==> config.mk <==
export PLATFORM = sky130hd
export DESIGN_NAME = elsd_front
export DESIGN_NICKNAME = d
export VERILOG_FILES = /design/src/hdl/elsd_pkg.sv /design/src/hdl/elsd_front.sv
export SDC_FILE = /design/constraint.sdc
export NUM_CORES = 1
export LEC_CHECK = 0
export BUFFER_PORTS_ARGS = -buffer_cell sky130_fd_sc_hd__buf_2
export CAP_MARGIN = 15
export CORE_MARGIN = 4
export CORE_UTILIZATION = 25
export DETAILED_ROUTE_END_ITERATION = 12
export PLACE_DENSITY = 0.5
export SYNTH_ARGS = -nofsm -noshare
export SYNTH_HDL_FRONTEND = slang
export SYNTH_SLANG_ARGS = --single-unit
==> constraint.sdc <==
create_clock -name i_clk -period 8.5 [get_ports i_clk]
set_input_delay 1.275 -clock i_clk [delete_from_list [all_inputs] [get_ports i_clk]]
set_output_delay 1.275 -clock i_clk [all_outputs]
set_load 0.005 [all_outputs]
==> src/hdl/elsd_pkg.sv <==
// Shared types, constants and the blend function of the load tracker.
// No dependencies.
package elsd_pkg;

    localparam int MAX_DISKS   = 8;
    localparam int DISK_W      = 3;
    localparam int DATA_W      = 64;
    localparam int BYTES_W     = 31;
    localparam int SHIFT_W     = 5;
    localparam int CFG_IDX_W   = 4;
    localparam int WEIGHT_BITS = 10;
    localparam logic [DATA_W-1:0] FULL_WEIGHT = 64'd1024;

    localparam logic [CFG_IDX_W-1:0] REG_WEIGHT_SHIFT  = 4'd0;
    localparam logic [CFG_IDX_W-1:0] REG_STALE_TIMEOUT = 4'd1;

    typedef enum logic [1:0] {
        EV_NONE     = 2'd0,
        EV_STALE    = 2'd1,
        EV_REC_IO   = 2'd2,
        EV_REC_COOL = 2'd3
    } t_event;

    typedef struct packed {
        logic [DISK_W-1:0]  disk;
        logic [BYTES_W-1:0] bytes;
        logic [DATA_W-1:0]  done_count;
        logic [DATA_W-1:0]  timed_count;
        logic [DATA_W-1:0]  latency_sum;
        logic [DATA_W-1:0]  now_ns;
        logic               last_disk;
        logic               has_io;
        logic               has_timed;
    } t_item;

    typedef struct packed {
        logic [DISK_W-1:0] disk_out;
        logic [DATA_W-1:0] load_avg;
        logic [DATA_W-1:0] iops_avg;
        logic [DATA_W-1:0] latency_avg;
        logic              is_stale;
        t_event            event_res;
        logic              tick_end;
        logic              interval_fast;
    } t_res;

    typedef struct packed {
        logic [SHIFT_W-1:0] weight_shift;
        logic [DATA_W-1:0]  stale_timeout;
    } t_cfg;

    // (old*(1024-a) + x*a) >> 10 with a = 2^min(shift,10), all mod 2^64
    function automatic logic [DATA_W-1:0] f_blend(input logic [DATA_W-1:0] old,
                                                  input logic [DATA_W-1:0] x,
                                                  input logic [SHIFT_W-1:0] shift);
        logic [3:0]        sh;
        logic [DATA_W-1:0] sum;
        sh  = (shift < SHIFT_W'(WEIGHT_BITS)) ? shift[3:0] : 4'(WEIGHT_BITS);
        sum = (old << WEIGHT_BITS) - (old << sh) + (x << sh);
        return sum >> WEIGHT_BITS;
    endfunction

endpackage

==> src/hdl/elsd_front.sv <==
// Front end: accepts samples, classifies them and holds them in a two-entry queue.
// Depends on elsd_pkg.
module elsd_front (
    input  logic                  i_clk,
    input  logic                  i_rst_n,
    input  logic                  push,
    output logic                  full,
    input  elsd_pkg::t_item       i_item,
    output logic                  o_avail,
    output elsd_pkg::t_item       o_item,
    input  logic                  i_take
);
    import elsd_pkg::*;

    t_item      r_mem [2];
    logic       r_wp, n_wp, r_rp, n_rp;
    logic [1:0] r_cnt, n_cnt;
    logic       wr, rd;
    t_item      cls;

    always_comb begin
        cls           = i_item;
        cls.has_io    = |i_item.bytes;
        cls.has_timed = |i_item.timed_count;
    end

    assign full    = (r_cnt == 2'd2);
    assign o_avail = (r_cnt != 2'd0);
    assign o_item  = r_mem[r_rp];
    assign wr      = push && !full;
    assign rd      = i_take && o_avail;

    always_comb begin
        n_wp  = wr ? ~r_wp : r_wp;
        n_rp  = rd ? ~r_rp : r_rp;
        n_cnt = r_cnt + {1'b0, wr} - {1'b0, rd};
    end

    always_ff @(posedge i_clk) begin
        if (!i_rst_n) begin
            r_wp  <= 1'b0;
            r_rp  <= 1'b0;
            r_cnt <= 2'd0;
        end else begin
            r_wp  <= n_wp;
            r_rp  <= n_rp;
            r_cnt <= n_cnt;
        end
    end

    always_ff @(posedge i_clk) begin
        if (wr) begin
            r_mem[r_wp] <= cls;
        end
    end
endmodule

# Yosys cells after proc, flatten, opt, wreduce, memory -nomap -nowiden
# Memories as Yosys holds them, arrays and structs flattened. A register that Yosys moved wholly into a read port is not among the register bits.
# Index checks and enable logic that the tools add are counted.
[word_totals]
mem_count = 1
ff_bits = 4
word_cells = 19
ramBits = 586
mem_bits_ro = 0
input_bits = 297
latchBits = 0
[memory_table]
columns = ["name", "depth", "word_bits", "rd", "rd_clocked_by_memory_dff", "write_ports", "line", "source"]
rows = [
  ["r_mem", 2, 293, 1, 1, 1, "elsd_front.sv:15", "t_item r_mem [2];"],
]
[classes]
n_reduce_logical = 6
n_lt_le_gt_ge = 0
multipliers = 0
n_shift = 0
add_sub_neg = 2
n_mux = 4
div = 0
n_eq_ne = 1
bitwise = 2
[ops]
columns = ["operator", "count"]
rows = [
  ["OR reduction 64 bit", 1],
  ["OR reduction 31 bit", 1],
  ["two-way mux 1 bit", 4],
  ["adder 2 x 1 -> 2 bit", 1],
  ["equality test 2 bit, second input constant", 1],
  ["logical AND 1 bit", 2],
  ["NOT 1 bit", 2],
  ["nonzero test 2 bit", 1],
  ["subtractor 2 x 1 -> 2 bit", 1],
  ["logical NOT 1 bit", 1],
]

# Logic depth before layout (Yosys ltp)
# Gate-level depths: netlist (run 1).
[depth]
depth_word = 5
depth_mapped = 8
mapped_depth_nobuf = 8

# Worst setup path after synthesis (run 1)
# Ideal clock, no wire load.
[synth_timing]
kind = "input -> register"
startpoint = "input port push"
endpoint = "memory r_mem[1][0] (netlist bit) (enable)"
setup_time_ns = 0.694
arrival_time_ns = 7.990
path_slack_ns = -0.183
cell_stages = 1
path_cell_list = "and3_1"
[synth_via]
elab_chain_cells = 3
[synth_lines]
columns = ["item", "line", "source"]
rows = [
  ["from (decl)", "elsd_front.sv:6", "input logic push,"],
  ["logical AND 1 bit", "elsd_front.sv:30", "assign wr = push && !full;"],
  ["two-way mux 1 bit", "elsd_front.sv:52", "if (wr) begin"],
  ["two-way mux 1 bit (not written as such)", "elsd_front.sv:53", "r_mem[r_wp] <= cls;"],
  ["to (decl)", "elsd_front.sv:15", ""],
]
# No other way between the ends.

==> results of run 1 <==
==> worst max path at each step <==
stage,endpoint,slack [ps],depth (start not counted)
finish,o_item[96],4450,3
global route,o_item[286],4250,3
CTS,o_item[96],4300,3
detailed placement,o_item[96],4950,3
global placement,o_item[96],4970,3
floorplan,r_mem[0][0],530,3
==> final cells by class <==
class                           instances  area [um2]
Inverter                                5        26.3
Timing Repair Buffer                  598        3070
Clock inverter                         37         392
Antenna cell                           13        32.5
Tap cell                             1144        1430
Multi-Input combinational cell        341        3620
Clock buffer                           87        1840
Sequential cell                       591       17700
Fill cell                            8364       57200
==> through the flow <==
stage / total power, mW / area (um2) / setup slack [ps] / cells / hold WS, ps
after floorplan: 4.71 / 21500 / 531 / 970 / 458
after global placement: 5.42 / 25800 / 4970 / 2679 / 497
after detailed placement: 5.44 / 25800 / 4950 / 2679 / 483
after CTS: 8.39 / 28100 / 4300 / 2803 / 495
after global routing: 8.63 / 28100 / 4250 / 2811 / 529
final: 8.21 / 28100 / 4450 / 2816 / 495
==> report_power, final <==
| group | internal (mW) | switching, mW |
|---|---|---|
| clock network | 1.75 | 1.14 |
| logic | 0.772 | 0.842 |
| registers | 3.62 | 0.0873 |
| total | 6.14 | 2.07 |
==> metal layers <==
metal / up-vias / share of wire, %
met5: - / 0.11
met4: 10 / 3.7
met3: 124 / 10
met2: 436 / 51
met1: 5543 / 35
li1: 5196 / -
==> sequential cells by signal, summed over array words and instances, names as in the netlist, named ones only <==
signal / flops
r_rp: 1
r_mem: 586
r_wp: 1
r_cnt: 2
==> cell usage in the layout (no fill, tap or decap), types with 5 or more instances in the layout <==
cell	synthesis	final
buf_2	32	589
clkbuf_16	0	71
clkbuf_1	1	16
clkinv_2	0	14
edfxtp_1	586	586
bufinv_16	0	7
mux2_2	293	293
clkinv_1	0	8
nor4_1	22	22
nand4_1	5	5
buf_4	0	5
diode_2	0	13
==> kinds of logic (layout without fill, tap and decap cells) <==
logic type	after synthesis	after routing
flip-flops	591	591
multiplexers	293	293
AND/OR/NAND/NOR	40	40
buffers and inverters	38	727
AO/OA/AOI/OAI	3	3
XOR/XNOR	3	3
adder cells (fa/ha/maj)	2	2
other	0	13
==> worst min-delay path: stages, from the launching register on <==
cell	delay (ps)
dfxtp_1	320
o21ai_0	70
a21oi_1	60
==> flow_summary.yaml, run 1 <==
placed_design:
  place.detailed.hpwl_um: 36200
  gp_congestion: 0.795
  numPortBuffers: 589
timing:
  tightestPinTransition_ps: 1070
  setup_viol: 0
  slew_headroom_pct: 28.9
  fin_crit_ps: 4050
  slew_violations: 0
  rsz0062_at_grt: "false"
  fin_skew_ps: 22.2
  tns_ps: 0
  hold_viol: 0
  finalCritPeriodShare_pct: 47.7
  clock.fmax_mhz: 247
route:
  drc: 0
  dr.pass1.iters: 4
  vias: 11300
  drt-total-wl_um: 53000
  initialDrtViolationCount: 490
  viasPerCell: 4.02
  postRouteAntennaNets: 0
  routedWlPerCell_um: 18.8
global_route:
  grt_pass1_vias: 12300
  grt_max_degree: 158
  busiest_layer: "met2"
  grtUsageMet2_pct: 19.8
  antenna_found_initial: 20
  grtUsageMet1_pct: 11.7
  grt_first_pass_wirelength_um: 76600
  grt_overflow_total: 0
  met3_usage_pct: 4.79
  track_usage_pct: 11.2
setup_path:
  max_stage_delay_ps: 800
  r2r_cells: 5
  cp.arrival_ps: 2780
  crit_buf_inv: 2
  critPathLaunchType: "register"
  endpoint_kind: "output pin"
  path_max_fanout: 69
  path_cells: "buf_4 -> mux2_2 -> buf_2"
  required_ps: 7220
  r2r-end: "r_mem[0][117]"
  critPathTopFamily: "buffers and inverters"
  critPathKind: "register to output pin"
  reg2reg_from: "r_cnt[0]"
  r2r_slack_ps: 5870
  slowest_stage: "buf_4"
die:
  die_w_um: 301
  coreArea_um2: 85300
  initial_core_util_pct: 25.2
  ios: 592
  fp.dieArea_um2: 90800
  die_y_um: 301
  rows: 107
synthesis:
  synth_top_family_by_area: "multiplexers"
  ys_warn_count: 0
  synthesis.area_um2: 21500
  synth_xor_area_share_pct: 0.122
  synth_most_common_cell: "edfxtp_1"
  synth_common_cells: "edfxtp_1, mux2_2, buf_2"
  synth_mux_area_share_pct: 15.3
  synth.yosys.seq_area_share_pct: 82.3
  synth-async-reset-ratio_pct: 0
  synth-compound-area-share_pct: 0.0815
  synth_cells: 970
  synth_fa_ha_area_share_pct: 0.116
  syn_area_per_cell_um2: 22.2
  synth-simple-area-share_pct: 1.17
  syn_nets: 1269
  ys_ff_latch: 591
  yosys-top-cells-area: "edfxtp_1, mux2_2, buf_2, nor4_1, dfxtp_1"
  synth_cell_types: 24
  synth_edf_count: 586
  yosysTopAreaCell: "edfxtp_1"
  yosysTopAreaCellShare_pct: 81.8
  synth_flop_cell: "edfxtp_1"
hold_path:
  hold_class: "register to register"
  min-delay-start: "r_wp"
  hold_end: "r_wp"
  hold_depth: 2
cts:
  path_clk_slew_ps: 60
  htree_levels: 3
  numCtsBuffers: 69
  cts_root_buffer: "clkbuf_16"
  cts_sinks: 591
  cts_buffer_depth: 3
  cts_resized: 0
  cts_hold_buf: 0
  insertion_delay_ps: 580
  tritoncts: "done"
  post-cts-setup-buffers: 0
power:
  leakagePower_nw: 10.1
  powerDensity_nw_per_um2: 292
  ir_drop_uv: 219
job:
  maxCapViolCount: 0
layout:
  final_layout_size_suffix_gt1_share_pct: 60.0
  nets: 1905
  area_growth_pct: 30.7
  fin_util_pct: 33.0
status:
  outcome: "completed"
(Power assumes the default switching activity.)
==> inputs of run 2 (changes only) <==
- ABC_AREA: not set -> 1
- PLACE_DENSITY: 0.5 -> 0.48
- clock period: 8.5 -> 4.2 ns (I/O delays scaled with it)
==> run 2 against run 1 <==
Combinational power rose to 2.6 times the previous value. Non-clock buffer count grew 26. Design area up 5.2%. Clock skew fell by 9.4 ps. Hold slack worse by 290 ps. Via count up 3.3%. Count of clock-buffer cells in the layout up 2. Core utilization decreased by 0.26 points. Clock power is 100% higher. Critical path type unchanged. Largest cell class unchanged. Highest routed layer unchanged.
==> flow_summary.yaml, run 2 <==
cts:
  cts_buffer_depth: 3
  htree_levels: 3
  insertion_delay_ps: 610
  post-cts-setup-buffers: 0
  cts_sinks: 591
  path_clk_slew_ps: 60
  cts_resized: 0
  cts_hold_buf: 0
  cts_root_buffer: "clkbuf_16"
  tritoncts: "done"
  numCtsBuffers: 70
synthesis:
  yosysTopAreaCell: "edfxtp_1"
  synth_flop_cell: "edfxtp_1"
  syn_area_per_cell_um2: 22.3
  synthesis.area_um2: 22900
  syn_nets: 1325
  yosysTopAreaCellShare_pct: 76.9
  ys_warn_count: 0
  synth_cell_types: 21
  synth_cells: 1026
  synth.yosys.seq_area_share_pct: 77.4
  synth_most_common_cell: "edfxtp_1"
  yosys-top-cells-area: "edfxtp_1, mux2_4, mux2_2, nor2_1, buf_6"
  synth_edf_count: 586
  synth-async-reset-ratio_pct: 0
  synth_common_cells: "edfxtp_1, mux2_4, nor2_1"
  ys_ff_latch: 591
setup_path:
  critPathLaunchType: "register"
  path_max_fanout: 37
  endpoint_kind: "output pin"
  cp.arrival_ps: 2430
  required_ps: 3570
  critPathKind: "register to output pin"
layout:
  nets: 1988
  area_growth_pct: 29.2
  largestRegisters: "r_mem x586, r_cnt x2"
  final_common_cell: "buf_2"
  largest_register_ffs: 586
  final_cell_mix: "buf_2, edfxtp_1, mux2_4, clkbuf_16, nor2_1"
  stdcell_count: 2925
  fin_util_pct: 32.7
  final_layout_size_suffix_gt1_share_pct: 58.3
  top_register: "r_mem"
  stdcell_area_um2: 29600
die:
  coreArea_um2: 90400
  initial_core_util_pct: 25.3
  die_w_um: 311
  rows: 110
  die_y_um: 311
  ios: 592
  fp.dieArea_um2: 96400
timing:
  rsz0062_at_grt: "false"
  hold_viol: 0
  finalCritPeriodShare_pct: 73.0
  slew_headroom_pct: 43.2
  tightestPinTransition_ps: 852
  setup_viol: 0
  fin_crit_ps: 3060
  slew_violations: 0
  setup_slack_ps: 1140
  clock.fmax_mhz: 326
  fin_skew_ps: 12.9
power:
  leakagePower_nw: 11.3
  combPwrFrac_pct: 23.5
  p_int_mw: 13.2
  power_mw: 17.8
  switchingPower_mw: 4.53
  powerDensity_nw_per_um2: 601
  p_clk_share_pct: 32.6
  ir_drop_uv: 330
  swShare_pct: 25.5
  pwr-share-seq_pct: 43.8
route:
  viasPerCell: 3.99
  initialDrtViolationCount: 567
  drt-total-wl_um: 55500
  drc: 0
  postRouteAntennaNets: 0
  dr.pass1.iters: 4
  vias: 11700
  routedWlPerCell_um: 19.0
global_route:
  track_usage_pct: 11.2
  grt_max_degree: 102
  grt_overflow_total: 0
  grt_pass1_vias: 12700
  antenna_found_initial: 15
  grt_first_pass_wirelength_um: 81300
placed_design:
  placed_cell_area_um2: 27300
  gp_congestion: 0.765
  place.detailed.hpwl_um: 39500
  place_inst: 2793
  numPortBuffers: 589
  place_ws_ps: 1670
status:
  outcome: "completed"
job:
  maxCapViolCount: 0
hold_path:
  hold_class: "input pin to register"
-- run 2: kinds of logic (layout without fill, tap and decap cells) --
family / count (synthesis) / after routing / synth area share, %
buffers and inverters: 38 / 754 / 1.87
muxes: 293 / 293 / 18.9
and+or+nand+nor: 94 / 94 / 1.60
adders and majority gates: 2 / 2 / 0.109
DFF: 591 / 591 / 77.4
AOI/OAI and AO/OA: 7 / 7 / 0.180
xor gates and xnor gates: 1 / 1 / 0.0383
other: 0 / 7 / 0
-- run 2: worst paths after layout --
kind | start | endpoint | slack [ps] | cells past startpoint
setup / recovery | register | o_item[71] | 1140 | 3
hold / removal | i_item[10] | r_mem[1][10] | 210 | 1
setup reg to reg | r_cnt[1] | r_mem[0][67] | 2090 | 5
hold reg to reg | r_rp | register | 440 | 1
-- run 2: power groups by stage --
stage / sequential [mW] / combinational [mW] / clock [mW]
after floorplan: 7.93 / 2.66 / 0
after global placement: 7.88 / 4.29 / 0
after detailed placement: 7.92 / 4.31 / 0
after CTS: 7.80 / 4.32 / 6.05
after global routing: 7.86 / 4.51 / 6.31
final: 7.79 / 4.18 / 5.80
-- run 2: cell type report --
cell class	instances	area, um2
clock buffers	89	1870
diodes	7	17.5
well taps	1176	1470
fillers	8847	60900
multi-input cells	397	4780
clock inverters	36	343
inverters	5	18.8
flip-flops and latches	591	17700
repair buffers	624	3370
-- run 2: per-stage QoR --
step	hold WS, ps	TNS, ps
3_3_place_gp	431	0
5_1_grt	141	0
2_1_floorplan	425	-745610
4_1_cts	129	0
3_5_place_dp	432	0
6_report	205	0
-- run 2: per-layer routing --
metal	wire (um)	GRT usage [%]	share of wire, %
met5	68	0	0.12
met2	28400	19.5	51
met1	21300	12.3	38
met3	4620	4.79	8.3
met4	1040	3.45	1.9
-- run 2: critical path: stages (launching register included) --
cell	delay, ps
dfxtp_4	900
buf_12	370
mux2_4	340
buf_2	130
==> inputs of run 3 (changes only) <==
- PLACE_DENSITY: 0.48 -> 0.49
- clock period: 4.2 -> 2.75 ns (I/O delays scaled with it)
==> run 3 against run 2 <==
Via count up 9.3%. Sequential power up 51%. Sequential share of layout area down 5.5 points. Final cell count increased by 9.9%. Critical endpoint is now o_item[224]. Largest power group unchanged.
==> flow_summary.yaml, run 3 (synthesis results as in run 2) <==
layout:
  final_common_cell: "buf_2"
  nets: 2282
  stdcell_count: 3214
  final_layout_size_suffix_gt1_share_pct: 50.6
  fin_util_pct: 36.0
  area_growth_pct: 42.3
  top_register: "r_mem"
  final_cell_mix: "buf_2, edfxtp_1, dlygate4sd3_1, mux2_4, clkbuf_16"
  largest_register_ffs: 586
  largestRegisters: "r_mem x586, r_cnt x2"
  stdcell_area_um2: 32600
  fill_cells: 8569
route:
  drt-total-wl_um: 57000
  dr.pass1.iters: 6
  initialDrtViolationCount: 555
  vias: 12800
  postRouteAntennaNets: 0
  drc: 0
  routedWlPerCell_um: 17.7
  viasPerCell: 3.97
timing:
  slew_violations: 0
  tightestPinTransition_ps: 542
  slew_headroom_pct: 63.9
  setup_slack_ps: 176
  tns_ps: 0
  finalCritPeriodShare_pct: 93.6
  rsz0062_at_grt: "false"
  worst_hold_slack_ps: 60.1
  fin_crit_ps: 2570
  hold_viol: 0
  fin_skew_ps: 19.1
  setup_viol: 0
  clock.fmax_mhz: 389
setup_path:
  r2r-end: "r_mem[1][243]"
  cp.arrival_ps: 2160
  required_ps: 2340
  endpoint_kind: "output pin"
  critPathLaunchType: "register"
  path_max_fanout: 28
  r2r_cells: 5
  r2r_slack_ps: 1020
  critPathKind: "register to output pin"
  reg2reg_from: "r_cnt[1]"
die:
  fp.dieArea_um2: 96400
  die_y_um: 311
  die_w_um: 311
  rows: 110
  coreArea_um2: 90400
  ios: 592
  initial_core_util_pct: 25.3
power:
  leakagePower_nw: 12.6
  power_mw: 27.7
  p_clk_share_pct: 31.7
  p_int_mw: 20.5
  powerDensity_nw_per_um2: 850
  combPwrFrac_pct: 25.6
  switchingPower_mw: 7.11
  swShare_pct: 25.7
  ir_drop_uv: 608
  pwr-share-seq_pct: 42.7
cts:
  cts_resized: 0
  insertion_delay_ps: 590
  htree_levels: 3
  cts_root_buffer: "clkbuf_16"
  numCtsBuffers: 68
  cts_sinks: 591
  cts_buffer_depth: 3
  tritoncts: "done"
  path_clk_slew_ps: 60
global_route:
  grt_pass1_vias: 14100
  grt_max_degree: 63
  track_usage_pct: 11.5
  grt_overflow_total: 0
  grt_first_pass_wirelength_um: 85800
  antenna_found_initial: 6
hold_path:
  min-delay-start: "i_item[282]"
  hold_depth: 1
  hold_class: "input pin to register"
  hold_end: "r_mem[0][282]"
placed_design:
  placed_cell_area_um2: 27600
  gp_congestion: 0.760
  numPortBuffers: 589
  place_ws_ps: 646
  place.detailed.hpwl_um: 40300
  place_inst: 2807
job:
  maxCapViolCount: 0
status:
  outcome: "completed"
## run 3: area by class of cell
cell class                      count  area, um2  area share, %
Clock inverter                     38        390           1.20
Multi-Input combinational cell    397       4780           14.7
Antenna cell                        2       5.00         0.0154
Timing Repair Buffer              920       6410           19.7
Clock buffer                       85       1780           5.45
Inverter                            5       18.8         0.0577
Tap cell                         1176       1470           4.52
Sequential cell                   591      17700           54.4
## run 3: worst max-delay path, stage by stage (launching register included)
cell     delay, ps
dfxtp_4        500
buf_12         270
buf_12         270
mux2_4         330
buf_2          130
## run 3: per-layer routing
layer  vias up  routed length (um)  global-route usage [%]  share of wire, %
met4         2                1500                    3.86               2.6
met1      6313               22500                    13.1                40
met5         -                  13                       0             0.023
li1       5940                   -                       -                 -
met3        88                4300                    3.85               7.5
met2       428               28700                    20.1                50
## run 3: how the worst max path moves through the flow
stage | startpoint | endpoint | slack (ps) | cells past startpoint
global route | register | o_item[224] | 60 | 4
global placement | register | o_item[96] | 660 | 4
CTS | register | o_item[224] | 90 | 4
floorplan | push | r_mem[0][0] | -2500 | 2
finish | register | o_item[224] | 180 | 4
detailed placement | register | o_item[224] | 650 | 4
## run 3: repair_timing
action                                 in CTS  in global routing
setup endpoints to repair                  54                  0
hold buffers                              281                  0
setup buffers                               1                  0
endpoints found under the hold margin     561                  0
## run 3: power groups by stage
stage          Sequential [mW]  Clock, mW  Combinational, mW
2_1_floorplan             12.1          0               4.06
3_3_place_gp              12.0          0               6.84
3_5_place_dp              12.0          0               6.87
4_1_cts                   11.8       9.11               7.26
5_1_grt                   11.9       9.47               7.59
6_report                  11.8       8.77               7.08
